==> src/rtl/hssc_pkg.sv <==
// ----------------------------------------------------------------------------
// hssc_pkg
// Shared types, constants and lookup functions of the Hall six-step
// commutator: hall sequence tables, sector offsets and step timer words.
// ----------------------------------------------------------------------------
`timescale 1ns / 1ps

package hssc_pkg;

	// angle units: full turn is 65536
	localparam int unsigned TURN       = 65536;
	localparam int unsigned SECT60     = TURN / 6;
	localparam int unsigned SECT120    = TURN / 3;
	localparam int          HALF_SECT  = SECT60 / 2;

	// sector boundaries on the signed angle
	localparam logic signed [15:0] BND_1 = 16'(HALF_SECT);
	localparam logic signed [15:0] BND_2 = 16'(SECT60 + HALF_SECT);
	localparam logic signed [15:0] BND_3 = 16'(SECT120 + HALF_SECT);
	localparam logic signed [15:0] BND_4 = -16'(SECT120 + HALF_SECT);
	localparam logic signed [15:0] BND_5 = -16'(SECT60 + HALF_SECT);
	localparam logic signed [15:0] BND_6 = -16'(HALF_SECT);

	// sector offsets
	localparam logic [15:0] OFF_0    = 16'd0;
	localparam logic [15:0] OFF_P60  = 16'(SECT60);
	localparam logic [15:0] OFF_P120 = 16'(SECT120);
	localparam logic [15:0] OFF_P180 = 16'(SECT120 + SECT60);
	localparam logic [15:0] OFF_M60  = 16'(TURN - SECT60);
	localparam logic [15:0] OFF_M120 = 16'(TURN - SECT120);

	// direction codes
	localparam logic [1:0] DIR_NONE = 2'b00;
	localparam logic [1:0] DIR_FWD  = 2'b01;
	localparam logic [1:0] DIR_REV  = 2'b11;

	// invalid hall codes
	localparam logic [2:0] HALL_LOW  = 3'd0;
	localparam logic [2:0] HALL_HIGH = 3'd7;

	// commutation steps
	localparam logic [2:0] STEP_NONE = 3'd0;
	localparam logic [2:0] STEP_1    = 3'd1;
	localparam logic [2:0] STEP_2    = 3'd2;
	localparam logic [2:0] STEP_3    = 3'd3;
	localparam logic [2:0] STEP_4    = 3'd4;
	localparam logic [2:0] STEP_5    = 3'd5;
	localparam logic [2:0] STEP_6    = 3'd6;

	// configuration register index
	localparam logic REG_PHASE_OFFSET = 1'b0;

	// rotor tracking state seen by the sector decoder
	typedef struct packed {
		logic [1:0]  dir;
		logic [15:0] angle;
	} track_t;

	// step decode result
	typedef struct packed {
		logic [2:0]  step;
		logic        commutate;
		logic [15:0] enable_word;
		logic [15:0] mode_word_low;
		logic [15:0] mode_word_high;
	} sector_t;

	// code that precedes a given code in forward rotation
	function automatic logic [2:0] fwd_pred(input logic [2:0] code);
		logic [2:0] r;
		unique case (code)
			3'd1:    r = 3'd3;
			3'd2:    r = 3'd6;
			3'd3:    r = 3'd2;
			3'd4:    r = 3'd5;
			3'd5:    r = 3'd1;
			3'd6:    r = 3'd4;
			default: r = 3'd0;
		endcase
		return r;
	endfunction

	// code that precedes a given code in reverse rotation
	function automatic logic [2:0] rev_pred(input logic [2:0] code);
		logic [2:0] r;
		unique case (code)
			3'd1:    r = 3'd5;
			3'd2:    r = 3'd3;
			3'd3:    r = 3'd1;
			3'd4:    r = 3'd6;
			3'd5:    r = 3'd4;
			3'd6:    r = 3'd2;
			default: r = 3'd0;
		endcase
		return r;
	endfunction

	// sector offset on forward entry
	function automatic logic [15:0] fwd_off(input logic [2:0] code);
		logic [15:0] r;
		unique case (code)
			3'd2:    r = OFF_M120;
			3'd3:    r = OFF_M60;
			3'd4:    r = OFF_P120;
			3'd5:    r = OFF_P60;
			3'd6:    r = OFF_P180;
			default: r = OFF_0;
		endcase
		return r;
	endfunction

	// sector offset on reverse entry
	function automatic logic [15:0] rev_off(input logic [2:0] code);
		logic [15:0] r;
		unique case (code)
			3'd1:    r = OFF_P60;
			3'd2:    r = OFF_M60;
			3'd4:    r = OFF_P180;
			3'd5:    r = OFF_P120;
			3'd6:    r = OFF_M120;
			default: r = OFF_0;
		endcase
		return r;
	endfunction

	// output-enable word per step
	function automatic logic [15:0] en_word(input logic [2:0] step);
		logic [15:0] r;
		unique case (step)
			STEP_1, STEP_4: r = 16'h1505;
			STEP_2, STEP_5: r = 16'h1550;
			STEP_3, STEP_6: r = 16'h1055;
			default:        r = 16'h0000;
		endcase
		return r;
	endfunction

	// mode word a per step
	function automatic logic [15:0] mlo_word(input logic [2:0] step);
		logic [15:0] r;
		unique case (step)
			STEP_1:  r = 16'h0868;
			STEP_2:  r = 16'h6808;
			STEP_3:  r = 16'h6848;
			STEP_4:  r = 16'h0848;
			STEP_5:  r = 16'h4808;
			STEP_6:  r = 16'h4868;
			default: r = 16'h0000;
		endcase
		return r;
	endfunction

	// mode word b per step
	function automatic logic [15:0] mhi_word(input logic [2:0] step);
		logic [15:0] r;
		unique case (step)
			STEP_1, STEP_2: r = 16'h6848;
			STEP_3, STEP_6: r = 16'h6808;
			STEP_4, STEP_5: r = 16'h6868;
			default:        r = 16'h0000;
		endcase
		return r;
	endfunction

endpackage

==> src/rtl/hssc_tracker.sv <==
// ----------------------------------------------------------------------------
// hssc_tracker
// Holds the last hall code, direction and rotor angle; on each update it
// detects an adjacent hall transition and sets direction and angle.
// ----------------------------------------------------------------------------
`timescale 1ns / 1ps

module hssc_tracker (
	input  logic                clk,
	input  logic                arst_n,
	input  logic                upd,
	input  logic [2:0]          hall,
	input  logic [15:0]         phase_offset,
	output hssc_pkg::track_t    trk_next
);

	logic [2:0]  hall_now_q;
	logic [1:0]  dir_q;
	logic [15:0] angle_q;
	logic        code_ok;
	logic        is_fwd;
	logic        is_rev;

	// transition detect against the previous code
	always_comb begin
		code_ok = (hall != hssc_pkg::HALL_LOW) && (hall != hssc_pkg::HALL_HIGH);
		is_fwd  = code_ok && (hall_now_q == hssc_pkg::fwd_pred(hall));
		is_rev  = code_ok && !is_fwd && (hall_now_q == hssc_pkg::rev_pred(hall));
	end

	// next direction and angle for this sample
	always_comb begin
		priority if (is_fwd) begin
			trk_next.dir   = hssc_pkg::DIR_FWD;
			trk_next.angle = phase_offset + hssc_pkg::fwd_off(hall);
		end else if (is_rev) begin
			trk_next.dir   = hssc_pkg::DIR_REV;
			trk_next.angle = phase_offset + hssc_pkg::rev_off(hall);
		end else begin
			trk_next.dir   = dir_q;
			trk_next.angle = angle_q;
		end
	end

	// tracking state
	always_ff @(posedge clk or negedge arst_n) begin
		if (!arst_n) begin
			hall_now_q <= 3'd0;
			dir_q      <= hssc_pkg::DIR_NONE;
			angle_q    <= 16'd0;
		end else if (upd) begin
			hall_now_q <= hall;
			dir_q      <= trk_next.dir;
			angle_q    <= trk_next.angle;
		end
	end

endmodule

==> src/rtl/hssc_sector.sv <==
// ----------------------------------------------------------------------------
// hssc_sector
// Decodes the rotor angle into a commutation step, looks up the step's
// timer words and flags a change against the applied step.
// ----------------------------------------------------------------------------
`timescale 1ns / 1ps

module hssc_sector (
	input  logic [15:0]         angle,
	input  logic [2:0]          active_step,
	output hssc_pkg::sector_t   sec
);

	logic signed [15:0] a;
	logic [2:0]         step;

	// sector decode on the signed angle
	always_comb begin
		a = $signed(angle);
		priority if (a >= hssc_pkg::BND_1 && a < hssc_pkg::BND_2) begin
			step = hssc_pkg::STEP_1;
		end else if (a >= hssc_pkg::BND_2 && a < hssc_pkg::BND_3) begin
			step = hssc_pkg::STEP_2;
		end else if (a >= hssc_pkg::BND_3 || a < hssc_pkg::BND_4) begin
			step = hssc_pkg::STEP_3;
		end else if (a < hssc_pkg::BND_5) begin
			step = hssc_pkg::STEP_4;
		end else if (a < hssc_pkg::BND_6) begin
			step = hssc_pkg::STEP_5;
		end else begin
			step = hssc_pkg::STEP_6;
		end
	end

	// step words and change flag
	always_comb begin
		sec.step           = step;
		sec.commutate      = (step != active_step);
		sec.enable_word    = hssc_pkg::en_word(step);
		sec.mode_word_low  = hssc_pkg::mlo_word(step);
		sec.mode_word_high = hssc_pkg::mhi_word(step);
	end

endmodule

==> src/rtl/hall_six_step_commutator_unit.sv <==
// ----------------------------------------------------------------------------
// hall_six_step_commutator_unit
// Each accepted hall sample gives exactly one result, valid on the output
// once it has passed the input and output registers; a stalled output holds
// it longer. A new sample may be accepted every cycle unless the output is
// stalled. From the input register one pass of logic (transition detect,
// offset add, sector compare, word lookup) writes tracking state and output
// register, closing the state loop in it. An adjacent hall transition
// sets direction and angle = phase_offset + sector offset; the angle picks
// step 1..6, and commutate is set when that step differs from the one
// applied before (always on the first sample after reset). phase_offset
// sits at APB address 0 and should be written only while the block is idle.
// ----------------------------------------------------------------------------
`timescale 1ns / 1ps

module hall_six_step_commutator_unit (
	input  logic        clk,
	input  logic        arst_n,
	// apb configuration port
	input  logic        psel,
	input  logic        penable,
	input  logic        pwrite,
	input  logic [2:0]  paddr,
	input  logic [31:0] pwdata,
	output logic [31:0] prdata,
	output logic        pready,
	// hall sample input
	input  logic        s_tvalid,
	output logic        s_tready,
	input  logic [7:0]  s_tdata,   // [2:0] hall_code, [7:3] zero
	// commutation result output
	output logic        m_tvalid,
	input  logic        m_tready,
	output logic [71:0] m_tdata    // [2:0] step, [4:3] direction, [20:5] angle,
	                               // [21] commutate, [37:22] enable_word,
	                               // [53:38] mode_word_low, [69:54] mode_word_high,
	                               // [71:70] zero
);

	logic [15:0]        phase_offset_q;
	logic               valid_s1;
	logic [2:0]         hall_s1;
	logic               out_valid_q;
	logic [2:0]         active_step_q;
	logic               out_free;
	logic               move_s1;
	logic               cfg_wr;
	hssc_pkg::track_t   trk_next;
	hssc_pkg::sector_t  sec;
	hssc_pkg::track_t   trk_s2;
	hssc_pkg::sector_t  sec_s2;

	// apb register access
	assign pready = 1'b1;
	assign cfg_wr = psel && penable && pwrite && pready
	                && (paddr[2] == hssc_pkg::REG_PHASE_OFFSET);
	assign prdata = (paddr[2] == hssc_pkg::REG_PHASE_OFFSET) ?
	                {16'd0, phase_offset_q} : 32'd0;

	always_ff @(posedge clk or negedge arst_n) begin
		if (!arst_n) begin
			phase_offset_q <= 16'd0;
		end else if (cfg_wr) begin
			phase_offset_q <= pwdata[15:0];
		end
	end

	// handshake: the output register frees when empty or taken
	assign out_free = !out_valid_q || m_tready;
	assign move_s1  = valid_s1 && out_free;
	assign s_tready = !valid_s1 || out_free;

	// input register
	always_ff @(posedge clk or negedge arst_n) begin
		if (!arst_n) begin
			valid_s1 <= 1'b0;
		end else if (s_tready) begin
			valid_s1 <= s_tvalid;
		end
	end

	always_ff @(posedge clk) begin
		if (s_tready && s_tvalid) begin
			hall_s1 <= s_tdata[2:0];
		end
	end

	// rotor tracking
	hssc_tracker u_tracker (
		.clk          (clk),
		.arst_n       (arst_n),
		.upd          (move_s1),
		.hall         (hall_s1),
		.phase_offset (phase_offset_q),
		.trk_next     (trk_next)
	);

	// step decode
	hssc_sector u_sector (
		.angle        (trk_next.angle),
		.active_step  (active_step_q),
		.sec          (sec)
	);

	// applied step and output valid
	always_ff @(posedge clk or negedge arst_n) begin
		if (!arst_n) begin
			out_valid_q   <= 1'b0;
			active_step_q <= hssc_pkg::STEP_NONE;
		end else begin
			if (out_free) begin
				out_valid_q <= valid_s1;
			end
			if (move_s1) begin
				active_step_q <= sec.step;
			end
		end
	end

	// result register
	always_ff @(posedge clk) begin
		if (move_s1) begin
			trk_s2 <= trk_next;
			sec_s2 <= sec;
		end
	end

	assign m_tvalid = out_valid_q;
	assign m_tdata  = {2'b00, sec_s2.mode_word_high, sec_s2.mode_word_low,
	                   sec_s2.enable_word, sec_s2.commutate, trk_s2.angle,
	                   trk_s2.dir, sec_s2.step};

endmodule
==> config.mk <==
export PLATFORM = sky130hd
export DESIGN_NAME = hall_six_step_commutator_unit
export DESIGN_NICKNAME = d
export VERILOG_FILES = /design/src/rtl/hssc_pkg.sv /design/src/rtl/hssc_tracker.sv /design/src/rtl/hssc_sector.sv /design/src/rtl/hall_six_step_commutator_unit.sv
export SDC_FILE = /design/constraint.sdc
export NUM_CORES = 1
export LEC_CHECK = 0
export ABC_AREA = 1
export ABC_CLOCK_PERIOD_IN_PS = 4430
export BUFFER_PORTS_ARGS = -buffer_cell sky130_fd_sc_hd__buf_4
export CORE_MARGIN = 4
export CORE_UTILIZATION = 57
export CTS_CLUSTER_DIAMETER = 150
export DETAILED_ROUTE_END_ITERATION = 10
export PLACE_DENSITY_LB_ADDON = 0.2
export SETUP_SLACK_MARGIN = 0.4
export SYNTH_ARGS = -nofsm -noshare
export SYNTH_HDL_FRONTEND = slang
export SYNTH_HIERARCHICAL = 1
export SYNTH_SLANG_ARGS = --single-unit
export TNS_END_PERCENT = 50
==> constraint.sdc <==
create_clock -name clk -period 4.43 [get_ports clk]
set_input_delay 0.443 -clock clk [delete_from_list [all_inputs] [get_ports clk]]
set_output_delay 0.443 -clock clk [all_outputs]
set_load 0.01 [all_outputs]
# Word-level counts from Yosys, hierarchy flattened
# Cells that the tools add are included.
# word_totals
regBits	115
in_bits	50
word_cells	83
# classes
n_addsub	2
n_lt_le_gt_ge	8
eq_ne	16
muxes	18
n_bitwise	1
n_reduce_logical	23
# ops
op	count
one-hot mux 16 bit (5 select lines)	2
one-hot mux 15 bit (6 select lines)	1
two-way mux 16 bit	4
one-hot mux 15 bit (3 select lines)	1
one-hot mux 13 bit (3 select lines)	1
two-way mux 18 bit	2
one-hot mux 3 bit (6 select lines)	2
adder 16 bit	2
less-than comparator 16 x 15 -> 1 bit (second input constant)	2
less-than comparator 16 bit (second input constant)	2
equality test 3 bit (second input constant)	6
>= comparator 16 x 14 -> 1 bit (second input constant)	1
>= comparator 16 x 15 -> 1 bit (second input constant)	1
>= comparator 16 bit (second input constant)	1
less-than comparator 16 x 14 -> 1 bit (second input constant)	1
equality test 3 x 2 -> 1 bit (second input constant)	4
two-way mux 3 bit	4
logical AND 1 bit	11
OR reduction 2 bit	5
equality test 3 x 1 -> 1 bit (second input constant)	2
equality test 3 bit	2
zero test 1 bit	3
logical OR 1 bit	3
!= test 3 bit	1
other kinds (4)	4

# Longest topological paths before layout
# depth
ltp_word	21
depth_mapped	30
ltp_nobuf	29

# Hierarchy
# Netlist, hierarchy kept.
# by_module_without_submodules
module	n_inst	cells_per_inst	area_per_inst_um2	seq_area_each_um2
hall_six_step_commutator_unit	1	223	3343.2	2717.6
hssc_tracker	1	578	3281.9	525.5
hssc_sector	1	185	972.2	0.0

# Least setup slack after synthesis
# Ideal clock, no wire load.
# synth_timing
path_type	reg-to-reg
start	reg hall_s1[1]
end	reg sec_s2 (netlist bit m_tdata[32]), data pin
arrival_ns	3.329
t_required_ns	4.179
path_slack_ns	0.850
path_stages_with_launch	24
synth_period_minus_slack_ns	3.580
path_cell_list	edfxtp_1 > buf_2 > nand2_1 > nand2_1 > o21ai_0 > ha_1 > a21oi_1 > nand2_1 > nand2_1 > nand2_1 > xor2_1 > or2_2 > and2_1 > inv_1 > nand2_1 > nor2_2 > nand2_1 > nand2_1 > nand2_1 > nand2_1 > nand2_1 > nand2_4 > nand3_1 > buf_4
# synth_lines
element	line	source
from (decl)	hall_six_step_commutator_unit.sv:42	logic [2:0] hall_s1;
from (signal assigned)	hall_six_step_commutator_unit.sv:84	hall_s1 <= s_tdata[2:0];
to (signal assigned)	hall_six_step_commutator_unit.sv:124	sec_s2 <= sec;
to (decl)	hall_six_step_commutator_unit.sv:51	hssc_pkg::sector_t sec_s2;

==> results_dict.tcl <==
set metrics [dict create \
    fin_crit_ps 3820 \
    grt_max_degree 43 \
    pin_count 157 \
    cts_buffer_depth 2 \
    row_count 41 \
    synth_edf_count 73 \
    vias 6446 \
    synth_area_per_cell_um2 7.71 \
    synthesis.area_um2 7600 \
    slew_violations 0 \
    status "finished, final reports clean" \
    clk_pin_slew_ps 60 \
    syn_to_final_growth_pct 19.9 \
    antenna_found_initial 0 \
    grt_use_total_pct 23.1 \
    async_reset_ff_share_pct 36.5 \
    hold_violations 0 \
    critPathKind "register to register" \
    nNetsFinal 1192 \
    rsz0062_at_grt "no" \
    fin_worst_skew_ps 5.38 \
    clk_latency_ps 410 \
    startpoint_type "register" \
    tightest_slew_ps 646 \
    leakagePower_nw 4.82 \
    cts_root_buf "clkbuf_16" \
    setup_tns_ps 0 \
    regToRegSetupSlack_ps 610 \
    yosysWarningCount 6 \
    drtIter0Drc 549 \
    max_freq_ghz 0.261 \
    critPathCaptureType "register" \
    slowest_stage "edfxtp_1" \
    dpl.hpwl_um 12600 \
    power_w 0.00536 \
    dr.pass1.iters 5 \
    routed_via_density 4.98 \
    grt_pass1_vias 5831 \
    wl_per_cell_um 13.3 \
    yosys_register_bits 115 \
    ir_worst_vdd_mv 0.398 \
    core_area_um2 12800 \
    fin_util_pct 71.1 \
    post_route_cells_drive_above_1_share_pct 20.6 \
    die_h_um 123 \
    numPortBuffers 114 \
    n_fill_cell 1025 \
    rr_endpoint "m_tdata[21]" \
    cts_buffers 17 \
    reg2reg_from "hall_s1[1]" \
    netlist_instances 986 \
    dieArea_um2 15200 \
    h-tree-depth 4 \
    critPathMaxFanout 9 \
    cp.arrival_ps 3990 \
    p_per_area_nw_per_um2 588 \
    crit_end "m_tdata[21]" \
    hp-class "input port to async pin" \
    slowest_delay_ps 510 \
    startpoint "hall_s1[1]" \
    die_w_um 123 \
    grt_first_pass_wirelength_um 27600 \
    yosysSeqAreaShare_pct 42.7 \
    clock_sinks 115 \
    drv_cap 0 \
    grt.overflow.total 0 \
    drc 0 \
    crit_required_ps 4590 \
    synth_flop_cell "edfxtp_1" \
    place_congestion 0.951 \
    start_util_pct 59.2 \
    layout_worst_path_cycle_share_pct 86.3 \
    crit_top_cell "nand2_1" \
    setup_viol 0 \
    cts_tree "yes" \
    n_antenna_cell 0 \
    ant_nets 0 \
    worstRegToRegCells 26 \
    maxSlewHeadroom_pct 56.9 \
    synth.distinct_cells 39 \
    routed_wl_um 17200 \
]
## cell usage in the layout (no fill, tap or decap), types with 3 or more instances in the layout
cell type   instances
ha_1               27
xor2_1              8
o21ai_0            15
ha_2                3
nand2_1           324
a21oi_2             3
nand2_4             4
inv_1             131
nor2_1             68
nand4_1             4
dfrtp_1            42
edfxtp_1           73
nor2_4              3
bufinv_16           4
clkbuf_16          17
nor2_2             12
nand3_1            92
conb_1             55
a21oi_1            24
and2_1              6
nand3_2            10
nor3_1              4
or2_2               3
nand2_2            15
clkinv_2            3
inv_2               9
buf_4             127
xnor2_1             4
clkinvlp_4          3
## cell usage after synthesis, drive strengths merged, types with 5 or more instances
cell,n,area [µm²]
nand2,343,1350
inv,142,536
nand3,102,546
nor2,84,379
edfxtp,73,2190
buf,71,542
dfrtp,42,1050
ha,30,375
a21oi,27,143
o21ai,19,98.8
and2,10,62.6
xor2,9,78.8
nand4,5,46.3
## worst max-delay path: cells and delay by family (launching register included)
kind	cells	cell delay, ps
AND/OR/NAND/NOR	21	2300
AO/OA/AOI/OAI	1	110
adder cells (fa/ha/maj)	1	360
flip-flops	1	510
buffers and inverters	3	290
## power breakdown
group	internal [W]	leakage, nW	switching [W]
Sequential	0.00154	1.23	0.000149
Combinational	0.000815	3.30	0.00143
Clock	0.000937	0.292	0.000489
Total	0.00329	4.82	0.00207
## registers in the layout, indices dropped and copies added, names as in the netlist
| register | count |
|---|---|
| m_tdata | 70 |
| phase_offset_q | 16 |
| u_tracker/angle_q | 16 |
| active_step_q | 3 |
| hall_s1 | 3 |
| u_tracker/hall_now_q | 3 |
| u_tracker/dir_q | 2 |
| m_tvalid | 1 |
| valid_s1 | 1 |
## layout make-up
class | instances | area, µm² | share of cell area [%]
clock buffer | 18 | 429 | 4.71
clock inverter | 14 | 186 | 2.05
inverter | 142 | 537 | 5.89
multi-input combinational | 706 | 3530 | 38.7
sequential | 115 | 3240 | 35.6
tap | 172 | 215 | 2.36
timing repair buffer | 128 | 973 | 10.7
## what timing repair did
action	CTS	global route
gates resized for setup	3	23
endpoints found under the setup margin	19	18
buffers inserted	0	9
pin swaps	0	1
hold buffers	0	0
hold endpoints to repair	0	0
## logic make-up (layout without fill, tap and decap cells)
family                   count (synthesis)  in the layout  synth area share (%)
AND/OR/NAND/NOR                        556            556                  32.3
buffers and inverters                  216            302                  14.3
adder cells (fa/ha/maj)                 32             32                  5.47
other                                    4             55                 0.198
flip-flops                             115            115                  42.7
AO/OA/AOI/OAI                           50             50                  3.56
XOR/XNOR                                13             13                  1.50
## metal layers
| metal | global-route usage [%] | vias up | routed length [µm] |
|---|---|---|---|
| met2 | 36.6 | 227 | 8160 |
| met5 | 0 | - | 0 |
| li1 | - | 3250 | - |
| met3 | 5.99 | 29 | 1150 |
| met1 | 31.2 | 2940 | 7550 |
| met4 | 7.61 | 0 | 318 |
## worst min path at each step
| stage | start | to | slack (ps) | cells after the start |
|---|---|---|---|---|
| 3_5_place_dp | u_tracker/angle_q[3] | u_tracker/angle_q[3] | 460 | 2 |
| 4_1_cts | arst_n | phase_offset_q[1] | 30 | 1 |
| 2_1_floorplan | arst_n | active_step_q[0] | 150 | 0 |
| 3_3_place_gp | u_tracker/angle_q[1] | u_tracker/angle_q[1] | 460 | 2 |
| 6_report | arst_n | phase_offset_q[1] | 30 | 1 |
| 5_1_grt | arst_n | phase_offset_q[1] | 70 | 1 |
## through the flow
| step | setup slack [ps] | std cells | instance area (µm²) | hold slack (ps) |
|---|---|---|---|---|
| 2_1_floorplan | 850 | 1037 | 7790 | 147 |
| 3_3_place_gp | 295 | 1254 | 8350 | 460 |
| 3_5_place_dp | 117 | 1254 | 8350 | 464 |
| 4_1_cts | 519 | 1286 | 8960 | 28.6 |
| 5_1_grt | 333 | 1295 | 9110 | 71.1 |
| 6_report | 606 | 1295 | 9110 | 29.6 |
No activity file was read; power rests on OpenSTA's default activity.
